==> src/hdl/atilt_pkg.sv <==
`timescale 1ns / 1ps
`default_nettype none
// ----------------------------------------------------------------------------
// Tilt angle package
// Shared constants, the arctangent step table and the lane record that
// travels through the chain of CORDIC cells.
// ----------------------------------------------------------------------------
package atilt_pkg;

    localparam int CORDIC_STEPS_DEF = 16;
    localparam int ANGLE_BITS_DEF   = 12;
    localparam int STEP_TABLE_LEN   = 24;
    localparam int ANGLE_W_MAX      = 16;
    localparam int TILT_W           = 12;
    localparam int SAMPLE_W         = 16;
    localparam int ACC_W            = 32;
    localparam int CW               = 28;

    localparam logic [ACC_W-1:0] HALF_TURN    = 32'h8000_0000;
    localparam logic [ACC_W-1:0] QUARTER_TURN = 32'h4000_0000;

    localparam logic [ACC_W-1:0] STEP_ANGLE [STEP_TABLE_LEN] = '{
        32'h20000000, 32'h12E4051E, 32'h09FB385B, 32'h051111D4,
        32'h028B0D43, 32'h0145D7E1, 32'h00A2F61E, 32'h00517C55,
        32'h0028BE53, 32'h00145F2F, 32'h000A2F98, 32'h000517CC,
        32'h00028BE6, 32'h000145F3, 32'h0000A2FA, 32'h0000517D,
        32'h000028BE, 32'h0000145F, 32'h00000A30, 32'h00000518,
        32'h0000028C, 32'h00000146, 32'h000000A3, 32'h00000051
    };

    typedef struct packed {
        logic                   upd;
        logic                   freeze;
        logic [SAMPLE_W-1:0]    x_raw;
        logic [SAMPLE_W-1:0]    y_raw;
        logic [SAMPLE_W-1:0]    z_raw;
        logic signed [CW-1:0]   cx;
        logic signed [CW-1:0]   cy;
        logic [ACC_W-1:0]       acc;
    } lane_t;

endpackage
`default_nettype wire

==> src/hdl/atilt_prep.sv <==
`timescale 1ns / 1ps
`default_nettype none
// ----------------------------------------------------------------------------
// Tilt angle input preparation
// Assembles the samples, resolves the axis cases exactly and sets up the
// scaled, half-turn folded vector that enters the first cell.
// ----------------------------------------------------------------------------
module atilt_prep (
    input  wire logic [47:0]       beat_data,
    input  wire logic              read_ok,
    input  wire logic              present,
    output atilt_pkg::lane_t       lane_o
);

    logic [atilt_pkg::SAMPLE_W-1:0]  x_raw;
    logic [atilt_pkg::SAMPLE_W-1:0]  y_raw;
    logic signed [atilt_pkg::CW-1:0] sx;
    logic signed [atilt_pkg::CW-1:0] sy;

    assign x_raw = {beat_data[15:8], beat_data[7:0]};
    assign y_raw = {beat_data[31:24], beat_data[23:16]};
    assign sx    = {{4{x_raw[15]}}, x_raw, 8'h00};
    assign sy    = {{4{y_raw[15]}}, y_raw, 8'h00};

    always_comb begin
        lane_o.upd    = present & read_ok;
        lane_o.x_raw  = x_raw;
        lane_o.y_raw  = y_raw;
        lane_o.z_raw  = {beat_data[47:40], beat_data[39:32]};
        lane_o.freeze = 1'b0;
        lane_o.cx     = sx;
        lane_o.cy     = sy;
        lane_o.acc    = '0;
        if (y_raw == '0) begin
            lane_o.freeze = 1'b1;
            lane_o.acc    = x_raw[15] ? atilt_pkg::HALF_TURN : '0;
        end else if (x_raw == '0) begin
            lane_o.freeze = 1'b1;
            lane_o.acc    = y_raw[15] ? (atilt_pkg::HALF_TURN + atilt_pkg::QUARTER_TURN)
                                      : atilt_pkg::QUARTER_TURN;
        end else if (x_raw[15]) begin
            lane_o.cx  = -sx;
            lane_o.cy  = -sy;
            lane_o.acc = atilt_pkg::HALF_TURN;
        end
    end

endmodule
`default_nettype wire

==> config.mk <==
export PLATFORM = sky130hd
export DESIGN_NAME = atilt_prep
export DESIGN_NICKNAME = d
export VERILOG_FILES = /design/src/hdl/atilt_pkg.sv /design/src/hdl/atilt_prep.sv
export SDC_FILE = /design/constraint.sdc
export NUM_CORES = 1
export LEC_CHECK = 0
export BUFFER_PORTS_ARGS = -buffer_cell sky130_fd_sc_hd__buf_4
export CORE_MARGIN = 3
export CORE_UTILIZATION = 29
export DETAILED_ROUTE_END_ITERATION = 8
export PLACE_DENSITY = 0.79
export SYNTH_ARGS = -nofsm -noshare
export SYNTH_HDL_FRONTEND = slang
export SYNTH_SLANG_ARGS = --single-unit
==> constraint.sdc <==
create_clock -name vclk -period 2
set_input_delay 0.2 -clock vclk [all_inputs]
set_output_delay 0.2 -clock vclk [all_outputs]
set_load 0.02 [all_outputs]
## Yosys cells after proc, flatten, opt, wreduce, memory -nomap -nowiden

Cells that the tools add are included.

| storage, ports and cells | value |
|---|---|
| register bits after elaboration | 0 |
| input port bits | 50 |
| output and inout bits | 138 |
| word-level logic and storage cells | 14 |

| operators by class | value |
|---|---|
| $add $sub $neg | 2 |
| multiplexer cells | 9 |
| bitwise gates (word level) | 1 |
| reductions and logical operators | 2 |

Operator list:

| kind | number |
|---|---|
| $mux W32 | 4 |
| $mux W56 | 2 |
| $mux W88 | 1 |
| $neg A24 Y28 | 2 |
| $logic_not A16 Y1 | 2 |
| $mux W1 | 2 |
| $and A1 B1 Y1 | 1 |

## Longest topological paths before layout

| depth | value |
|---|---|
| word-level depth | 4 |
| depth in mapped cells | 8 |
| mapped depth without buffers | 6 |

## Worst setup path after synthesis

No wires, ideal clock.

| timing path | value |
|---|---|
| path kind | input-to-output |
| start | input beat_data[0] |
| end | output lane_o[30] (netlist name) |
| arrival time | 1.787 ns |
| data required time | 1.800 ns |
| slack | 0.013 ns |
| stages | 6 |
| buffers on the path | 0 |
| path through | inv_1 ha_1 nor4b_1 nand3b_1 or3_1 nor3b_1 |

RTL lines:

| element | line | source |
|---|---|---|
| start, declared | atilt_prep.sv:9 | `input wire logic [47:0] beat_data,` |
| end, declared | atilt_prep.sv:12 | `output atilt_pkg::lane_t lane_o` |

==> impl_metrics.yaml <==
status:
  status: "complete, no violations"
yosys:
  synth_area_per_cell_um2: 7.21
  synth.top_cell.area_share_pct: 46.7
  syn_area_um2: 1560
  synth_cell_type_count: 34
  synth_area_leader_cell: "buf_4"
  synthCells: 216
  synth_area_leaders: "buf_4, xnor2_1, o211ai_1"
  ys_seq_area_share_pct: 0
  ys_warn_count: 0
routing:
  antenna_left: 0
  vias: 1484
  drtPass1Iterations: 4
  drt-vias-per-instance: 4.23
  avgRoutedWirePerCell_um: 12.8
  drt_iter0_markers: 42
  postRouteWirelength_um: 4480
  drc: 0
timing:
  hold_viol: 0
  finalSetupViolCount: 0
  rsz0062_at_grt: "yes"
  finalCritPeriodShare_pct: 95.9
  final-max-slew-violation-count: 0
  finalCriticalPeriod_ns: 1.92
  fmax_mhz: 522
global_routing:
  grt.met2_usage_pct: 22.6
  grt_pass1_wl_um: 6380
  grt_pass1_vias: 1311
  grt_max_degree: 32
  grtUsageTotal_pct: 11.9
  grt_use_met1_pct: 14.6
  grtUsageMet3_pct: 2.15
  gr-total-overflow: 0
  top_usage_layer: "met2"
  antenna_found_initial: 0
layout:
  final_area_um2: 2110
  utilization_pct: 41.0
  drive_gt1_share_pct: 50.9
  area_growth_pct: 35.3
  regArea_um2: 0
  fin_nets: 335
  layout_commonest_cell: "buf_4"
  diodes: 0
  clock_buffers: 0
  layout_common_cells: "buf_4, conb_1, xnor2_1"
  nFillCells: 549
  seq_cells: 0
placed_design:
  gp_congestion: 0.676
  io_buffers: 110
  hpwl_um: 3630
  dpl_cell_area_um2: 1960
pwr:
  p_per_area_nw_per_um2: 301
  ir_worst_vdd_v: 0.000142
  leakagePower_nw: 1.02
critical_path:
  critPathLaunch: "beat_data[6]"
  path_max_fanout: 5
  critPathKind: "input pin to output port"
  cp.arrival_ns: 1.72
  endpoint_kind: "output port"
  worstSetupEndpoint: "lane_o[30]"
  cp-start-kind: "input pin"
  crit_required_ns: 1.80
min_path:
  hp-class: "input pin to output port"
cts:
  holdBufCountCts: 0
floorplan:
  io_pins: 188
  rows: 26
  initial_core_util_pct: 30.3
  die_y_um: 79.3
  core-area_um2: 5140
  floorplan.die_area_um2: 6290
  die_w_um: 79.3
flow_run:
  max_cap_violations: 0
-- cell usage after synthesis, types with 3 or more instances --
cell,instances
nor2_1,4
clkbuf_1,5
nand2_1,7
xnor2_1,26
o211ai_1,7
inv_1,8
o21ai_0,5
nor3_1,4
nand3_1,8
or3_1,5
nor4_1,3
o311ai_1,6
buf_4,97
-- layout make-up --
cell class / count / area, µm² / share of cell area (%)
multi-input combinational: 149 / 1030 / 49.0
timing repair buffer: 124 / 955 / 45.3
tap: 70 / 87.6 / 4.16
inverter: 8 / 32.5 / 1.54
-- metal layers --
layer	vias to the layer above	part of all wire, %
met4	0	0.22
li1	713	-
met1	679	38
met3	4	9.5
met5	-	0
met2	88	52
-- critical path, stage by stage --
cell and delay, ns:
buf_4 0.13, nor4_2 0.41, nand3b_1 0.20, or3_4 0.43, nor3b_2 0.18, buf_4 0.17
-- kinds of logic after synthesis --
group | count (synthesis) | synth area share, %
compound gates | 25 | 12.9
xor+xnor | 27 | 15.2
fa+ha+maj | 2 | 1.61
buf+inv | 112 | 50.5
mux | 2 | 1.45
other cells | 1 | 0.241
simple gates | 47 | 18.1
-- worst min path at each step --
stage / start / endpoint / slack [ns] / cells after the start
6_report: beat_data[40] / lane_o[96] / 0.40 / 0
4_1_cts: beat_data[38] / lane_o[94] / 0.40 / 0
3_3_place_gp: beat_data[38] / lane_o[94] / 0.40 / 0
5_1_grt: beat_data[40] / lane_o[96] / 0.40 / 0
2_1_floorplan: beat_data[44] / lane_o[100] / 0.51 / 1
3_5_place_dp: beat_data[38] / lane_o[94] / 0.40 / 0
-- metrics by stage --
step | hold slack, ns | instances | setup WS (ns) | setup TNS, ns | power, mW
after floorplan | 0.513 | 261 | 0.0134 | 0 | 0.499
after global placement | 0.400 | 347 | -0.0469 | -0.0469 | 0.608
after detailed placement | 0.400 | 347 | -0.0851 | -0.130 | 0.614
after CTS | 0.400 | 349 | 0.00643 | 0 | 0.616
after global routing | 0.400 | 351 | -0.0369 | -0.165 | 0.674
final | 0.400 | 351 | 0.0826 | 0 | 0.633
-- repair_timing --
item,CTS,global route
gates resized for setup,2,22
endpoints found under the setup margin,3,28
gates cloned,0,0
pin swaps,0,5
setup buffers,2,2
-- report_power, final --
group          internal [mW]  leakage (nW)  switching (mW)
combinational          0.253          1.02           0.380
sequential                 0             0               0
clock                      0             0               0
Note: power is estimated with default switching activity, not from simulation.
