==> src/hdl/atilt_pkg.sv <==
`timescale 1ns / 1ps
`default_nettype none
// ----------------------------------------------------------------------------
// Tilt angle package
// Shared constants, the arctangent step table and the lane record that
// travels through the chain of CORDIC cells.
// ----------------------------------------------------------------------------
package atilt_pkg;

    localparam int CORDIC_STEPS_DEF = 16;
    localparam int ANGLE_BITS_DEF   = 12;
    localparam int STEP_TABLE_LEN   = 24;
    localparam int ANGLE_W_MAX      = 16;
    localparam int TILT_W           = 12;
    localparam int SAMPLE_W         = 16;
    localparam int ACC_W            = 32;
    localparam int CW               = 28;

    localparam logic [ACC_W-1:0] HALF_TURN    = 32'h8000_0000;
    localparam logic [ACC_W-1:0] QUARTER_TURN = 32'h4000_0000;

    localparam logic [ACC_W-1:0] STEP_ANGLE [STEP_TABLE_LEN] = '{
        32'h20000000, 32'h12E4051E, 32'h09FB385B, 32'h051111D4,
        32'h028B0D43, 32'h0145D7E1, 32'h00A2F61E, 32'h00517C55,
        32'h0028BE53, 32'h00145F2F, 32'h000A2F98, 32'h000517CC,
        32'h00028BE6, 32'h000145F3, 32'h0000A2FA, 32'h0000517D,
        32'h000028BE, 32'h0000145F, 32'h00000A30, 32'h00000518,
        32'h0000028C, 32'h00000146, 32'h000000A3, 32'h00000051
    };

    typedef struct packed {
        logic                   upd;
        logic                   freeze;
        logic [SAMPLE_W-1:0]    x_raw;
        logic [SAMPLE_W-1:0]    y_raw;
        logic [SAMPLE_W-1:0]    z_raw;
        logic signed [CW-1:0]   cx;
        logic signed [CW-1:0]   cy;
        logic [ACC_W-1:0]       acc;
    } lane_t;

endpackage
`default_nettype wire

==> src/hdl/atilt_cell.sv <==
`timescale 1ns / 1ps
`default_nettype none
// ----------------------------------------------------------------------------
// Tilt angle CORDIC cell
// One registered vectoring step; the row of cells forms the angle pipeline.
// ----------------------------------------------------------------------------
module atilt_cell #(
    parameter int STEP = 0
) (
    input  wire logic              aclk,
    input  wire logic              aresetn,
    input  wire logic              en,
    input  wire logic              valid_i,
    input  wire atilt_pkg::lane_t  lane_i,
    output logic                   valid_o,
    output atilt_pkg::lane_t       lane_o
);

    logic                          valid_reg;
    atilt_pkg::lane_t              lane_reg;
    atilt_pkg::lane_t              lane_next;
    logic signed [atilt_pkg::CW-1:0] dx;
    logic signed [atilt_pkg::CW-1:0] dy;

    assign dx = lane_i.cy >>> STEP;
    assign dy = lane_i.cx >>> STEP;

    always_comb begin
        lane_next = lane_i;
        if (lane_i.upd && !lane_i.freeze) begin
            if (!lane_i.cy[atilt_pkg::CW-1]) begin
                lane_next.cx  = lane_i.cx + dx;
                lane_next.cy  = lane_i.cy - dy;
                lane_next.acc = lane_i.acc + atilt_pkg::STEP_ANGLE[STEP];
            end else begin
                lane_next.cx  = lane_i.cx - dx;
                lane_next.cy  = lane_i.cy + dy;
                lane_next.acc = lane_i.acc - atilt_pkg::STEP_ANGLE[STEP];
            end
        end
    end

    always_ff @(posedge aclk) begin
        if (!aresetn) begin
            valid_reg <= 1'b0;
        end else if (en) begin
            valid_reg <= valid_i;
        end
    end

    always_ff @(posedge aclk) begin
        if (en) begin
            lane_reg <= lane_next;
        end
    end

    assign valid_o = valid_reg;
    assign lane_o  = lane_reg;

endmodule
`default_nettype wire

==> config.mk <==
export PLATFORM = sky130hd
export DESIGN_NAME = atilt_cell
export DESIGN_NICKNAME = d
export VERILOG_FILES = /design/src/hdl/atilt_pkg.sv /design/src/hdl/atilt_cell.sv
export SDC_FILE = /design/constraint.sdc
export NUM_CORES = 1
export LEC_CHECK = 0
export BUFFER_PORTS_ARGS = -buffer_cell sky130_fd_sc_hd__clkbuf_2
export CELL_PAD_IN_SITES_DETAIL_PLACEMENT = 1
export CELL_PAD_IN_SITES_GLOBAL_PLACEMENT = 2
export CORE_ASPECT_RATIO = 0.5
export CORE_MARGIN = 2
export CORE_UTILIZATION = 35
export CTS_BUF_LIST = sky130_fd_sc_hd__clkbuf_4 sky130_fd_sc_hd__clkbuf_8
export CTS_CLUSTER_SIZE = 28
export DETAILED_ROUTE_END_ITERATION = 12
export HOLD_SLACK_MARGIN = 0.08
export PLACE_DENSITY = 0.93
export SYNTH_ARGS = -nofsm -noshare
export SYNTH_HDL_FRONTEND = slang
export SYNTH_SLANG_ARGS = --single-unit
==> constraint.sdc <==
create_clock -name aclk -period 4.27 [get_ports aclk]
set_clock_uncertainty 0.2 [all_clocks]
set_input_delay 0 -clock aclk [delete_from_list [all_inputs] [get_ports aclk]]
set_output_delay 0 -clock aclk [all_outputs]
set_load 0.05 [all_outputs]
**Word level (Yosys, flattened, before mapping)**

Cells that the tools add are included.

- Bits in registers: 139
- Output and inout bits: 139

- Muxes and demuxes: 2
- Add/sub/neg operators: 5
- Reduce and logical (&&, ||, !) cells: 2

Operator list:

| cell | count |
|---|---|
| 88-bit two-way mux | 2 |
| 28-bit subtractor | 2 |
| 32-bit by 30-bit adder with 32-bit output (second input constant) | 1 |
| 32-bit by 30-bit subtractor with 32-bit output (second input constant) | 1 |
| 28-bit adder | 1 |
| 1-bit logical AND | 1 |
| 1-bit logical NOT | 1 |

**Longest topological paths before layout**

- Depth after elaboration: 3
- Mapped depth: 12

**Worst setup path after synthesis**

No wires, ideal clock.

- Path type: in2reg
- Start: input port lane_i[38] in the netlist's numbering
- End: register lane_reg (netlist bit lane_o[56]), data pin
- Library setup time: 0.264 ns
- Cell stages on the path: 12
- Data arrival time: 2.121 ns
- Slack: 1.685 ns
- Cells stage by stage: inv_1 -> ha_1 -> buf_4 -> a21oi_2 -> o221a_2 -> nor3_1 -> or3_4 -> o211ai_2 -> a211oi_1 -> o32ai_2 -> xnor2_1 -> o21ai_1

RTL lines:

| element | line | source |
|---|---|---|
| from (decl) | atilt_cell.sv:14 | `input wire atilt_pkg::lane_t lane_i,` |
| to (signal assigned) | atilt_cell.sv:53 | `lane_reg <= lane_next;` |
| to (decl) | atilt_cell.sv:20 | `atilt_pkg::lane_t lane_reg;` |

==> flow_metrics.py <==
metrics = {
    "run_status": {
        "outcome": "completed",
    },
    "drt": {
        "wirelength_um": 41700,
        "ant_nets": 0,
        "routedWlPerCell_um": 22.5,
        "first_iter_violations": 824,
        "drc": 0,
        "firstDrtPassIters": 5,
        "via_per_inst": 5.31,
        "num_vias": 9857,
    },
    "clock_tree": {
        "path_clk_slew_ns": 0.09,
        "cts_setup_buffers": 0,
        "h-tree-depth": 4,
        "cts_tree": "built",
        "cts.sinks": 139,
        "cts_buffer_depth": 2,
        "clk_latency_ns": 0.46,
        "numCtsBuffers": 17,
        "cts_root_buf": "clkbuf_8",
    },
    "synth": {
        "ys_ff_latch": 139,
        "synthesis.nets": 1242,
        "yosysSeqAreaShare_pct": 43.1,
        "synth_cells": 1006,
        "ys.warnings.count": 0,
        "syn_avg_cell_area_um2": 9.61,
        "syn-cell-area_um2": 9670,
        "synthFlopType": "edfxtp_1",
        "synth_edf_count": 138,
        "async_flop_share_pct": 0,
        "ys_types": 64,
    },
    "sta": {
        "rsz0062_at_grt": "no",
        "hold_violations": 0,
        "fin_crit_sh_pct": 85.7,
        "setup_tns_ns": 0,
        "worst_pin_slew_ns": 0.908,
        "period_needed_ns": 3.66,
        "whs_ns": 0.184,
        "maxSlewHeadroom_pct": 39.5,
        "setup_violations": 0,
        "max_freq_ghz": 0.273,
        "final_max_slew_viol_count": 0,
    },
    "grt": {
        "antenna_found_initial": 1,
        "grt_max_degree": 84,
        "grt_pass1_vias": 10200,
        "overflow": 0,
        "grt_pass1_wl_um": 63100,
        "grtUsageTotal_pct": 28.8,
    },
    "min_path": {
        "hp-class": "input port to flop",
        "hold_path_depth": 4,
    },
    "floorplan": {
        "core_area_um2": 26800,
        "initial_core_util_pct": 36.1,
        "fp-row-count": 42,
        "io_pins": 281,
        "dieWidth_um": 239,
        "die_area_um2": 29100,
        "die_y_um": 122,
    },
    "placed_design": {
        "hpwl_um": 26400,
        "io_buffers": 280,
        "place_congestion": 0.926,
    },
    "critical_path": {
        "worstSetupStartpointType": "input port",
        "worst-path-stages": 13,
        "path_buf_inv": 3,
        "path_class": "input port to flop",
        "end_kind": "flop",
        "crit_chain": "dlygate4sd3_1 -> clkbuf_2 -> inv_1 -> ha_1 -> nor2b_1 -> o31a_1 -> o211ai_1 -> a21oi_1 -> o31ai_1 -> a211o_1 -> nand2_1 -> a221oi_1 -> and3_1",
        "max_stage_delay_ns": 0.55,
        "timing.critical_path.arrival_ns": 3.81,
        "crit_slowest_cell": "o31ai_1",
        "path_delay_family": "compound AO/OA/AOI/OAI gates",
        "required_ns": 4.42,
        "rr_worst_depth": 3,
        "crit_fanout": 5,
    },
    "cells_and_area": {
        "multi_input_area_um2": 4980,
        "seqCellArea_um2": 4160,
        "fin_nets": 1728,
        "drive_gt1_share_pct": 22.3,
        "syn_to_final_growth_pct": 45.2,
        "nFillCells": 3096,
    },
    "power_and_ir_drop": {
        "ir_drop_uv": 191,
        "leakage_nw": 6.16,
        "power_density_nw_per_um2": 329,
        "power_mw": 4.63,
    },
    "job": {
        "cap_violations": 0,
    },
}
==> cells in the mapped netlist, types with 5 or more instances <==
master / instances / area [um^2]
edfxtp_1: 138 / 4140
o21ai_0: 98 / 490
nand2_1: 91 / 342
ha_1: 90 / 1130
inv_1: 82 / 308
a21oi_1: 76 / 380
nor2_1: 63 / 236
xnor2_1: 49 / 429
clkbuf_1: 29 / 109
nor3_1: 19 / 95.1
o211ai_1: 16 / 120
mux2i_1: 15 / 150
nor2b_1: 15 / 93.8
o21bai_1: 15 / 113
a31oi_1: 14 / 87.6
nand3_1: 14 / 70.1
a21o_1: 13 / 97.6
o21ai_1: 13 / 65.1
buf_2: 11 / 55.1
nand2b_1: 11 / 68.8
o21a_1: 11 / 82.6
o31ai_1: 11 / 82.6
or3_1: 10 / 62.6
o31a_1: 7 / 61.3
nand4_1: 6 / 37.5
a211oi_1: 5 / 37.5
and3_1: 5 / 31.3
clkinv_1: 5 / 18.8
==> layer usage <==
metal  vias up  share of wire, %  GRT usage, %
met3        54               6.1          5.26
li1       4583                 -             -
met2       349                47          48.1
met4         0               2.1          7.70
met1      4871                44          38.6
met5         -                 0             0
==> worst min-delay path: stages <==
cell	delay (ns)
clkbuf_2	0.08
mux2i_1	0.06
nor2b_1	0.12
dlygate4sd3_1	0.56
==> power breakdown <==
| group | internal [mW] | switching, mW |
|---|---|---|
| sequential | 1.65 | 0.0519 |
| clock | 0.586 | 0.633 |
| combinational | 0.555 | 1.15 |
==> cells by family after synthesis <==
kind of cell | after synthesis | synth area share, %
buffers and inverters | 134 | 5.42
adder cells (fa/ha/maj) | 94 | 12.5
AND/OR/NAND/NOR | 254 | 12.2
XOR/XNOR | 53 | 4.80
flip-flops | 139 | 43.1
AO/OA/AOI/OAI | 317 | 20.5
multiplexers | 15 | 1.55
==> registers in the layout, indices dropped and copies added, names as in the netlist <==
signal	cells
lane_o	138
valid_o	1
==> final cells by class <==
class	count	share of cell area (%)
inverters	89	2.38
clock buffers	18	1.72
flip-flops and latches	139	29.7
diodes	1	0.0178
multi-input cells	733	35.5
repair buffers	512	26.4
clock inverters	13	1.19
well taps	352	3.14
==> placed cells by master (no fill, tap or decap), drive strengths merged, types with 4 or more instances in the layout <==
cell         netlist  routed
clkbuf            29     297
dlygate4sd3        0     223
edfxtp           138     138
o21ai            111     111
nand2             91      91
ha                90      90
inv               84      87
a21oi             77      77
nor2              63      63
xnor2             49      49
nor3              19      19
o211ai            17      17
nor2b             15      15
o21bai            15      15
mux2i             15      15
nand3             14      14
a31oi             14      14
a21o              13      13
o21a              11      11
o31ai             11      11
nand2b            11      11
or3               11      11
buf               16      10
clkinv             5      10
o31a               7       7
nand4              6       6
a211oi             6       6
and3               5       5
nor4               4       4
o2111ai            4       4
xor2               4       4
a221oi             4       4
fa                 4       4
==> metrics by stage <==
step	util (%)	area (um^2)	setup slack (ns)	instances
after floorplan	-	9670	1.69	1006
after global placement	42.5	11400	0.723	1602
after detailed placement	42.5	11400	0.765	1602
after CTS	52.4	14000	0.700	1856
after global routing	52.4	14000	0.415	1857
final	52.4	14000	0.609	1857
==> worst paths after layout <==
| check | from | end | slack [ns] |
|---|---|---|---|
| worst min-delay path | valid_i | valid_o | 0.18 |
| worst max register to register | valid_o | valid_o | 2.87 |
| worst max-delay path | lane_i[33] | lane_o[59] | 0.61 |
| worst min register to register | valid_o | valid_o | 0.94 |
==> what timing repair did <==
action | CTS | global route
endpoints found under the hold margin | 220 | 0
gates resized for setup | 0 | 0
hold buffers | 223 | 0
Power figures use the tool's default switching activity.
